===== src/rtl/mbrs_pkg.sv =====
// Package: shared constants, types and the CRC step for the Modbus register slave.
package mbrs_pkg;

	localparam int REG_COUNT_DEF = 10;
	localparam logic [7:0] FUNC_READ = 8'h03;
	localparam logic [7:0] FUNC_WRITE = 8'h06;
	localparam logic [15:0] READ_MAX = 16'd2;
	localparam logic [15:0] CRC_INIT = 16'hFFFF;
	localparam logic [15:0] CRC_POLY = 16'hA001;

	// classified request handed from front to back
	typedef struct packed {
		logic        is_read;
		logic [7:0]  b0;
		logic [7:0]  b1;
		logic [7:0]  b2;
		logic [7:0]  b3;
		logic [7:0]  b4;
		logic [7:0]  b5;
		logic [7:0]  b6;
		logic [7:0]  b7;
		logic        two;
	} mbrs_cmd_t;

	// one byte of CRC-16/MODBUS, eight shift steps
	function automatic logic [15:0] crc_byte(input logic [15:0] crc, input logic [7:0] d);
		logic [15:0] c;
		c = crc ^ {8'h00, d};
		for (int b = 0; b < 8; b++) begin
			if (c[0]) c = (c >> 1) ^ CRC_POLY;
			else c = c >> 1;
		end
		return c;
	endfunction

endpackage


===== src/rtl/modbus_rtu_register_slave.sv =====
// Top level of the Modbus RTU holding-register slave (functions 03 and 06).
// Usage:
//  - in channel: one complete 8-byte request frame per item (in_valid/in_ready).
//  - out channel: response bytes in send order, resp_last on the final byte.
//  - cfg channel: writes slave_address (reset value 1); write only when idle.
// The front end checks address and CRC-16/MODBUS one byte per cycle and
// classifies the frame; a one-entry command register hands it to the back end.
// Front steps per frame: capture, six CRC bytes, evaluate, hand-off.
// The back end sends 7, 8 or 9 bytes at one per cycle while the receiver is
// ready, folding each byte ahead of the CRC into the response CRC; it takes
// no new command until the last byte of a response has been taken.
// Dropped frames (address, CRC, function or read range) give no output.
// A write to an address in range updates the register when its echo starts.
// Reset clears the register file and all control; no clearing pass.
// When the receiver stalls, the back end holds its byte and the front end
// holds its command, then stops taking frames.
module modbus_rtu_register_slave #(
	parameter int REG_COUNT = mbrs_pkg::REG_COUNT_DEF
) (
	input  logic       clk,
	input  logic       arst_n,
	input  logic       cfg_valid,
	output logic       cfg_ready,
	input  logic [7:0] cfg_data,
	input  logic       in_valid,
	output logic       in_ready,
	input  logic [7:0] frame_address,
	input  logic [7:0] frame_function,
	input  logic [7:0] reg_addr_hi,
	input  logic [7:0] reg_addr_lo,
	input  logic [7:0] operand_hi,
	input  logic [7:0] operand_lo,
	input  logic [7:0] crc_byte_a,
	input  logic [7:0] crc_byte_b,
	output logic       out_valid,
	input  logic       out_ready,
	output logic [7:0] resp_byte,
	output logic       resp_last
);
	import mbrs_pkg::*;

	logic [7:0] slave_q;
	logic       cmd_valid, cmd_ready;
	mbrs_cmd_t  cmd;

	assign cfg_ready = 1'b1;

	// slave address register
	always_ff @(posedge clk or negedge arst_n) begin
		if (!arst_n) slave_q <= 8'd1;
		else if (cfg_valid) slave_q <= cfg_data;
	end

	mbrs_front #(.REG_COUNT(REG_COUNT)) u_front (
		.clk(clk), .arst_n(arst_n), .in_valid(in_valid), .in_ready(in_ready),
		.in_bytes({frame_address, frame_function, reg_addr_hi, reg_addr_lo,
			operand_hi, operand_lo, crc_byte_a, crc_byte_b}),
		.slave_addr(slave_q), .cmd_valid(cmd_valid), .cmd_ready(cmd_ready), .cmd(cmd)
	);

	mbrs_back #(.REG_COUNT(REG_COUNT)) u_back (
		.clk(clk), .arst_n(arst_n), .cmd_valid(cmd_valid), .cmd_ready(cmd_ready),
		.cmd(cmd), .out_valid(out_valid), .out_ready(out_ready),
		.out_byte(resp_byte), .out_last(resp_last)
	);

	// a forwarded command always carries a supported function code
	a_cmd_func: assert property (@(posedge clk) disable iff (!arst_n)
		cmd_valid |-> (cmd.b1 == FUNC_READ || cmd.b1 == FUNC_WRITE))
		else $error("bad function forwarded");
	// a pending command holds while the back end is busy
	a_cmd_hold: assert property (@(posedge clk) disable iff (!arst_n)
		cmd_valid && !cmd_ready |=> cmd_valid && $stable(cmd))
		else $error("command changed while stalled");
	// the front end takes no frame while a command waits
	a_no_take: assert property (@(posedge clk) disable iff (!arst_n)
		cmd_valid |-> !in_ready)
		else $error("frame taken while command pending");
endmodule


===== src/rtl/mbrs_front.sv =====
// Front end: byte-serial CRC check and classification of request frames.
module mbrs_front #(
	parameter int REG_COUNT = mbrs_pkg::REG_COUNT_DEF
) (
	input  logic                clk,
	input  logic                arst_n,
	input  logic                in_valid,
	output logic                in_ready,
	input  logic [63:0]         in_bytes,
	input  logic [7:0]          slave_addr,
	output logic                cmd_valid,
	input  logic                cmd_ready,
	output mbrs_pkg::mbrs_cmd_t cmd
);
	import mbrs_pkg::*;

	localparam logic [2:0] ST_IDLE = 3'd0;
	localparam logic [2:0] ST_CRC  = 3'd1;
	localparam logic [2:0] ST_EVAL = 3'd2;
	localparam logic [2:0] ST_OUT  = 3'd3;

	logic [2:0]  state_q;
	logic [2:0]  idx_q;
	logic [63:0] frame_q;
	logic [15:0] crc_q;
	mbrs_cmd_t   cmd_q;

	logic [7:0]  cur_byte;
	logic [15:0] addr, opnd, crc_sum;
	logic [16:0] end_addr;
	logic        crc_ok, pass, rd_ok;

	assign cur_byte = frame_q[63 - 8*idx_q -: 8];
	assign addr = frame_q[47:32];
	assign opnd = frame_q[31:16];
	assign end_addr = {1'b0, addr} + {1'b0, opnd};
	assign crc_sum = crc_q;
	assign crc_ok = (frame_q[15:8] == crc_sum[7:0] && frame_q[7:0] == crc_sum[15:8]) ||
		(frame_q[15:8] == crc_sum[15:8] && frame_q[7:0] == crc_sum[7:0]);
	assign rd_ok = (opnd != 16'd0) && (opnd <= READ_MAX) && (end_addr <= 17'(REG_COUNT));
	assign pass = crc_ok && (frame_q[63:56] == slave_addr) &&
		((frame_q[55:48] == FUNC_WRITE) || (frame_q[55:48] == FUNC_READ && rd_ok));

	assign in_ready = (state_q == ST_IDLE);
	assign cmd_valid = (state_q == ST_OUT);
	assign cmd = cmd_q;

	// sequencer: one CRC byte per cycle
	always_ff @(posedge clk or negedge arst_n) begin
		if (!arst_n) begin
			state_q <= ST_IDLE;
			idx_q <= 3'd0;
		end else begin
			unique case (state_q)
				ST_IDLE: begin
					if (in_valid) begin
						state_q <= ST_CRC;
						idx_q <= 3'd0;
					end
				end
				ST_CRC: begin
					idx_q <= idx_q + 3'd1;
					if (idx_q == 3'd5) state_q <= ST_EVAL;
				end
				ST_EVAL: state_q <= pass ? ST_OUT : ST_IDLE;
				ST_OUT: if (cmd_ready) state_q <= ST_IDLE;
				default: state_q <= ST_IDLE;
			endcase
		end
	end

	// datapath
	always_ff @(posedge clk) begin
		if (state_q == ST_IDLE && in_valid) begin
			frame_q <= in_bytes;
			crc_q <= CRC_INIT;
		end
		if (state_q == ST_CRC) crc_q <= crc_byte(crc_q, cur_byte);
		if (state_q == ST_EVAL) begin
			cmd_q.is_read <= (frame_q[55:48] == FUNC_READ);
			cmd_q.b0 <= frame_q[63:56];
			cmd_q.b1 <= frame_q[55:48];
			cmd_q.b2 <= frame_q[47:40];
			cmd_q.b3 <= frame_q[39:32];
			cmd_q.b4 <= frame_q[31:24];
			cmd_q.b5 <= frame_q[23:16];
			cmd_q.b6 <= frame_q[15:8];
			cmd_q.b7 <= frame_q[7:0];
			cmd_q.two <= (opnd == 16'd2);
		end
	end
endmodule


===== src/rtl/mbrs_back.sv =====
// Back end: register file, response byte sequencer and response CRC.
module mbrs_back #(
	parameter int REG_COUNT = mbrs_pkg::REG_COUNT_DEF
) (
	input  logic                clk,
	input  logic                arst_n,
	input  logic                cmd_valid,
	output logic                cmd_ready,
	input  mbrs_pkg::mbrs_cmd_t cmd,
	output logic                out_valid,
	input  logic                out_ready,
	output logic [7:0]          out_byte,
	output logic                out_last
);
	import mbrs_pkg::*;

	localparam int AW = (REG_COUNT > 1) ? $clog2(REG_COUNT) : 1;

	// register file, cleared at reset (small, flops)
	logic [15:0] regs_q [REG_COUNT];
	logic        busy_q;
	mbrs_cmd_t   c_q;
	logic [3:0]  pos_q;
	logic [15:0] crc_q;
	logic [15:0] w0_q, w1_q;
	logic [7:0]  byte_n;
	logic [3:0]  len;
	logic [AW-1:0] a0, a1;

	assign len = c_q.is_read ? (c_q.two ? 4'd9 : 4'd7) : 4'd8;
	assign a0 = cmd.b3[AW-1:0];
	assign a1 = AW'(cmd.b3 + 8'd1);

	// response byte for the current position
	always_comb begin
		byte_n = 8'h00;
		if (!c_q.is_read) begin
			unique case (pos_q)
				4'd0: byte_n = c_q.b0;
				4'd1: byte_n = c_q.b1;
				4'd2: byte_n = c_q.b2;
				4'd3: byte_n = c_q.b3;
				4'd4: byte_n = c_q.b4;
				4'd5: byte_n = c_q.b5;
				4'd6: byte_n = c_q.b6;
				default: byte_n = c_q.b7;
			endcase
		end else if (pos_q == len - 4'd2) byte_n = crc_q[7:0];
		else if (pos_q == len - 4'd1) byte_n = crc_q[15:8];
		else begin
			unique case (pos_q)
				4'd0: byte_n = c_q.b0;
				4'd1: byte_n = FUNC_READ;
				4'd2: byte_n = c_q.two ? 8'd4 : 8'd2;
				4'd3: byte_n = w0_q[15:8];
				4'd4: byte_n = w0_q[7:0];
				4'd5: byte_n = w1_q[15:8];
				default: byte_n = w1_q[7:0];
			endcase
		end
	end

	assign cmd_ready = !busy_q;
	assign out_valid = busy_q;
	assign out_byte = byte_n;
	assign out_last = (pos_q == len - 4'd1);

	always_ff @(posedge clk or negedge arst_n) begin
		if (!arst_n) begin
			busy_q <= 1'b0;
			pos_q <= 4'd0;
			for (int i = 0; i < REG_COUNT; i++) regs_q[i] <= 16'h0000;
		end else begin
			if (!busy_q && cmd_valid) begin
				busy_q <= 1'b1;
				pos_q <= 4'd0;
				if (!cmd.is_read && {cmd.b2, cmd.b3} < 16'(REG_COUNT))
					regs_q[a0] <= {cmd.b4, cmd.b5};
			end else if (busy_q && out_ready) begin
				pos_q <= pos_q + 4'd1;
				if (out_last) busy_q <= 1'b0;
			end
		end
	end

	// payload capture and running CRC over sent bytes, frozen once the CRC goes out
	always_ff @(posedge clk) begin
		if (!busy_q && cmd_valid) begin
			c_q <= cmd;
			crc_q <= CRC_INIT;
			if (cmd.is_read) begin
				w0_q <= regs_q[a0];
				w1_q <= cmd.two ? regs_q[a1] : 16'h0000;
			end
		end else if (busy_q && out_ready && pos_q < len - 4'd2) begin
			crc_q <= crc_byte(crc_q, byte_n);
		end
	end
endmodule


===== config.mk =====
export PLATFORM = sky130hd
export DESIGN_NAME = modbus_rtu_register_slave
export DESIGN_NICKNAME = d
export VERILOG_FILES = /design/src/rtl/mbrs_pkg.sv /design/src/rtl/modbus_rtu_register_slave.sv /design/src/rtl/mbrs_front.sv /design/src/rtl/mbrs_back.sv
export SDC_FILE = /design/constraint.sdc
export NUM_CORES = 1
export LEC_CHECK = 0
export BUFFER_PORTS_ARGS = -buffer_cell sky130_fd_sc_hd__buf_2
export CORE_MARGIN = 4
export CORE_UTILIZATION = 55
export CTS_BUF_LIST = sky130_fd_sc_hd__clkbuf_2
export DETAILED_ROUTE_END_ITERATION = 10
export GPL_TIMING_DRIVEN = 0
export PLACE_DENSITY = 0.8
export SLEW_MARGIN = 20
export SYNTH_ARGS = -nofsm -noshare
export SYNTH_HDL_FRONTEND = slang
export SYNTH_SLANG_ARGS = --single-unit

===== constraint.sdc =====
create_clock -name clk -period 13.6 [get_ports clk]
set_input_delay 2.04 -clock clk [delete_from_list [all_inputs] [get_ports clk]]
set_output_delay 2.04 -clock clk [all_outputs]
set_load 0.02 [all_outputs]

# ---- Yosys cells after proc, flatten, opt, wreduce, memory -nomap -nowiden
# Index checks and enable logic that the tools add are counted.
dict set report classes {
  n_reduce_logical 29
  n_mul 0
  order_cmp 7
  n_shift 1
  n_eq_ne 23
  mux 68
  div_mod_pow 0
  bitwise_logic 20
  addsub 7
}
# op count
set ops {}
lappend ops {{2-to-1 mux 16 bit} 44}
lappend ops {{bitwise mux 160 bit} 1}
lappend ops {{binary-select mux 16 bit (select 4 bit)} 2}
lappend ops {{variable part select 71 x 33 -> 8 bit} 1}
lappend ops {{demux 16 bit (select 4 bit)} 1}
lappend ops {{case mux 8 bit (7 select lines)} 1}
lappend ops {{inverter 2 -> 3 bit} 16}
lappend ops {{case mux 8 bit (6 select lines)} 1}
lappend ops {{== test 8 bit} 5}
lappend ops {{XOR 16 x 8 -> 16 bit} 2}
lappend ops {{2-to-1 mux 8 bit} 3}
lappend ops {{adder 16 x 16 -> 17 bit} 1}
lappend ops {{<= comparator 17 x 4 -> 1 bit (second input constant)} 1}
lappend ops {{== test 16 x 2 -> 1 bit (second input constant)} 1}
lappend ops {{<= comparator 16 x 2 -> 1 bit (second input constant)} 1}
lappend ops {{less-than comparator 16 x 4 -> 1 bit (second input constant)} 1}
lappend ops {{2-to-1 mux 4 bit} 4}
lappend ops {{nonzero test 16 bit} 1}
lappend ops {{2-to-1 mux 3 bit} 5}
lappend ops {{logical AND 1 bit} 13}
lappend ops {{== test 4 x 3 -> 1 bit (second input constant)} 3}
lappend ops {{case mux 3 bit (4 select lines)} 1}
lappend ops {{>= comparator 5 bit (second input constant)} 2}
lappend ops {{inverter 4 -> 5 bit} 2}
lappend ops {{27 further kinds} 42}
dict set report word_totals {
  latchBits 0
  mem_bits_ro 0
  out_inout_bits 12
  reg_bits 439
  elab_cells 195
  ram_bits 0
  inputBits 77
  memories 0
}

# ---- Logic depth before layout (Yosys ltp)
dict set report logic_depth {
  ltp_word 38
  depth_mapped 15
  depth_no_buf 13
}

# ---- By module
# From an unflattened synthesis, not the netlist that was laid out.
dict set report hier_totals {
  hier_cells 1460
  hier_area_um2 21150.3
}
# module cells_per_inst seq_area_each_um2 area_per_inst_um2 n_inst
set modules_own_cells {}
lappend modules_own_cells {mbrs_back 997 7392.1 13909.6 1}
lappend modules_own_cells {mbrs_front 444 4509.3 6896.6 1}
lappend modules_own_cells {modbus_rtu_register_slave 19 201.4 344.1 1}

# ---- Least setup slack after synthesis
# Ideal clock, no wire load.
dict set report synth_path {
  path_kind {flip-flop to flip-flop}
  from {register u_front.state_q[1]}
  to {register u_front.state_q[0]}
  t_required_ns 13.525
  t_arrival_ns 4.943
  setup_time_ns 0.075
  slack_ns 8.583
  period_less_slack_ns 5.017
  path_buffers 0
  path_stages_with_launch 8
  path_cell_list {dfrtp_1 nor2b_1 o2111ai_1 a2111oi_0 o2111ai_1 a2111oi_0 o211ai_1 nand2_1}
}
dict set report synth_via {
  elab_chain_len 3
  elab_cells_between_ends 9
  cone_classes {eq/ne: 6; mux: 1; reduce/logical: 2}
}
# item line
set synth_rtl {}
lappend synth_rtl {{from (decl)} mbrs_front.sv:22} ;# logic [2:0] state_q;
lappend synth_rtl {{from (signal assigned)} mbrs_front.sv:65} ;# ST_EVAL: state_q <= pass ? ST_OUT : ST_IDLE;
lappend synth_rtl {{== test 3 x 2 -> 1 bit, or another cell as far along} mbrs_front.sv:54} ;# unique case (state_q)
lappend synth_rtl {{!= test 2 bit (no line) / != test 2 x 1 -> 1 bit (equally long branches)} n/a}
lappend synth_rtl {{AND reduction 3 bit (no line)} n/a}
# Several ways; a longest one is shown, not always the timed one.
# A chain may end at the register's enable or synchronous reset.

# ---- Final worst setup path
dict set report layout_path {
  from {register u_back.pos_q[0]}
  to {output port resp_byte[0]}
}
dict set report layout_via {
  elab_chain_len 5
  elab_cells_between_ends 14
  cone_classes {eq/ne: 8; mux: 5; reduce/logical: 1}
}
# item line
set layout_rtl {}
lappend layout_rtl {{from (decl)} mbrs_back.sv:23} ;# logic [3:0] pos_q;
lappend layout_rtl {{from (signal assigned)} mbrs_back.sv:80} ;# pos_q <= pos_q + 4'd1;
lappend layout_rtl {{== test 4 x 3 -> 1 bit, or another cell as far along} {mbrs_back.sv:38, mbrs_back.sv:51}}
lappend layout_rtl {{case mux 8 bit (6 select lines)} mbrs_back.sv:51} ;# unique case (pos_q)
lappend layout_rtl {{2-to-1 mux 8 bit} mbrs_back.sv:49} ;# else if (pos_q == len - 4'd1) byte_n = crc_q[15:8];
lappend layout_rtl {{2-to-1 mux 8 bit} mbrs_back.sv:48} ;# end else if (pos_q == len - 4'd2) byte_n = crc_q[7:0];
lappend layout_rtl {{2-to-1 mux 8 bit *} mbrs_back.sv:37} ;# if (!c_q.is_read) begin
lappend layout_rtl {{to (decl)} modbus_rtu_register_slave.sv:37} ;# output logic [7:0] resp_byte,
# Mark *: on every way between the ends. The rest lies on a longest branch, timed or not.

==> flow_metrics.env <==
export IMPL_status="completed"
export IMPL_finish_utilization_pct=61.8
export IMPL_required_ns=11.56
export IMPL_dp_hpwl_mm=39.1
export IMPL_grt_max_degree=97
export IMPL_syn_avg_cell_area_um2=14.6
export IMPL_portBuffers=86
export IMPL_top_layer="met4"
export IMPL_syn_to_final_growth_pct=10.5
export IMPL_grt_ovfl_total=0
export IMPL_drt_total_wl_mm=54.8
export IMPL_worstPathArrival_ns=3.76
export IMPL_p_leak_nw=9.52
export IMPL_cap_violations=0
export IMPL_r2r_setup_slack_ns=8.13
export IMPL_yosysUniqueCellTypes=89
export IMPL_cts_tree="built"
export IMPL_fin_skew_ns=0.0592
export IMPL_synth_yosys_seq_area_share_pct=57.2
export IMPL_slew_violations=0
export IMPL_r2r_start="u_front.cmd[33]"
export IMPL_register_area_um2=12100
export IMPL_wl_met3_mm=4.24
export IMPL_ys_top_cells_by_count="edfxtp_1, mux2_2, dfrtp_1"
export IMPL_endpoint_kind="primary output"
export IMPL_hold_violations=0
export IMPL_post_synth_top_count_cell="edfxtp_1"
export IMPL_drt_first_pass_iters=8
export IMPL_grt_total_usage_pct=26.5
export IMPL_cts_htree_levels=3
export IMPL_grt_first_pass_wirelength_mm=84.0
export IMPL_startpoint_type="flop"
export IMPL_ys_ff_latch=438
export IMPL_min_to="u_back.c_q[52]"
export IMPL_grt_pass1_vias=14600
export IMPL_start_util_pct=55.9
export IMPL_cts_setup_buffers=0
export IMPL_vdd_drop_max_mv=0.292
export IMPL_synthFlopType="edfxtp_1"
export IMPL_wl_met2_mm=26.2
export IMPL_synth_top_area_share_pct=34.6
export IMPL_m1WireLength_mm=22.0
export IMPL_rows=71
export IMPL_antenna_found_initial=2
export IMPL_dieArea_um2=41700
export IMPL_synth_nets=1559
export IMPL_tightest_slew_ns=1.03
export IMPL_cts_inserted_buffers=108
export IMPL_via_per_inst=6.29
export IMPL_holdCritStartpoint="u_front.cmd[52]"
export IMPL_setup_viol=0
export IMPL_finalSetupTns_ns=0
export IMPL_place_area_um2=22400
export IMPL_synth_warnings=0
export IMPL_wl_per_cell_um=24.3
export IMPL_min_path_type="flop to flop"
export IMPL_worstSetupPathType="flop to primary output"
export IMPL_synth_area_um2=21200
export IMPL_fill_cells=2931
export IMPL_routabilityCongestion=0.953
export IMPL_hold_buffers=0
export IMPL_die_w_um=204
export IMPL_antenna_left=0
export IMPL_rsz0062_at_grt="false"
export IMPL_fmax_mhz=172
export IMPL_initialDrtViolationCount=1439
export IMPL_clk_pin_slew_worst_paths_ns=0.11
export IMPL_synth_edf_count=244
export IMPL_coreArea_um2=37800
export IMPL_cts_root_buffer="clkbuf_2"
export IMPL_period_needed_ns=5.80
export IMPL_drive_above_1_share_pct=34.4
export IMPL_io_pins=89
export IMPL_crit_start="u_back.pos_q[0]"
export IMPL_cts_sinks=438
export IMPL_synthCells=1453
export IMPL_rr_worst_depth=11
export IMPL_power_density_nw_per_um2=184
export IMPL_cts_resized=0
export IMPL_max_slew_margin_pct=31.0
export IMPL_cts_buffer_depth=3
export IMPL_nets=1759
export IMPL_worstPathMaxFanout=10
export IMPL_multi_input_area_um2=8590
export IMPL_vias=14200
export IMPL_clkLatencyLatePin_ns=1.05
export IMPL_die_y_um=204
export IMPL_r2r_end="u_back.w1_q[3]"
export IMPL_yosys_area_top_type="edfxtp_1"
export IMPL_hold_depth=0
export IMPL_synth_area_top_cells="edfxtp_1, dfrtp_1, mux2_2, mux4_2, xnor2_1"
export IMPL_async_flop_share_pct=40.6
export IMPL_period_share_pct=42.7
export IMPL_fin_area_um2=23400
export IMPL_drc=0
worst max-delay path, cell delays in order (launching register included):
cell,delay (ns)
dfrtp_1,0.42
inv_1,0.12
ha_1,0.36
and3b_1,0.22
a22oi_4,0.36
inv_2,0.11
buf_6,0.17
a221oi_2,0.31
o31ai_2,0.15
o21ai_0,0.30
buf_2,0.23
worst max-delay path by stage:
stage | end | slack, ns
2_1_floorplan | u_front.state_q[0] | 8.58
3_3_place_gp | u_front.state_q[0] | 5.95
3_5_place_dp | u_back.w1_q[4] | 8.19
4_1_cts | resp_byte[0] | 7.75
5_1_grt | resp_byte[0] | 7.61
6_report | resp_byte[0] | 7.80
per-layer routing:
metal  up-vias  GRT usage (%)
met5         -              0
met1      7198           36.1
met4         0           12.4
met2       709           41.3
li1       6117              -
met3       152           5.35
sequential cells by signal, indices dropped and copies added (netlist names), 3 cells and up:
name / flops
u_back.c_q: 66
slave_q: 8
u_front.idx_q: 3
u_back.w0_q: 16
u_back.crc_q: 16
u_front.crc_q: 16
u_back.pos_q: 4
u_front.cmd: 66
u_back.regs_q: 160
u_back.w1_q: 16
u_front.frame_q: 64
area by class of cell:
type / instances / area share, %
diodes: 3 / 0.0321
plain buffers: 75 / 1.57
clock buffers: 163 / 3.49
clock inverters: 34 / 0.830
inverters: 28 / 0.471
multi-input cells: 912 / 36.8
flip-flops and latches: 438 / 51.8
well taps: 511 / 2.74
repair buffers: 90 / 2.32
placed cells by master (no fill, tap or decap), types with 28 or more instances in the layout:
cell / count
edfxtp_1: 244
mux2_2: 187
dfrtp_1: 177
clkbuf_2: 164
buf_2: 104
nand2_1: 83
mux4_2: 80
xnor2_1: 69
mux2i_1: 51
a21oi_1: 43
nor2_1: 39
clkbuf_1: 33
ha_1: 28
power breakdown:
| group | switching (W) | internal (W) | leakage, nW |
|---|---|---|---|
| sequential | 0.000165 | 0.00161 | 4.83 |
| combinational | 0.000916 | 0.000713 | 3.91 |
| clock | 0.000527 | 0.000358 | 0.775 |
| total | 0.00161 | 0.00268 | 9.52 |
cells by family after synthesis:
family,Yosys count,share of synthesized area [%]
AOI/OAI and AO/OA,220,7.75
xor gates and xnor gates,86,3.77
adders and majority gates,29,1.75
buffers and inverters,103,2.23
DFF,438,57.2
muxes,318,20.9
other,1,0.0177
and+or+nand+nor,258,6.39
per-stage QoR:
stage | setup slack, ns | total power (W) | std cells | hold slack, ns
floorplan | 8.58 | 0.00298 | 1453 | 0.400
global placement | 5.95 | 0.00336 | 2050 | 0.403
detailed placement | 8.19 | 0.00341 | 2054 | 0.405
CTS | 7.75 | 0.00430 | 2251 | 0.418
global route | 7.61 | 0.00455 | 2254 | 0.434
finish | 7.80 | 0.00429 | 2254 | 0.417
(Power assumes the default switching activity.)
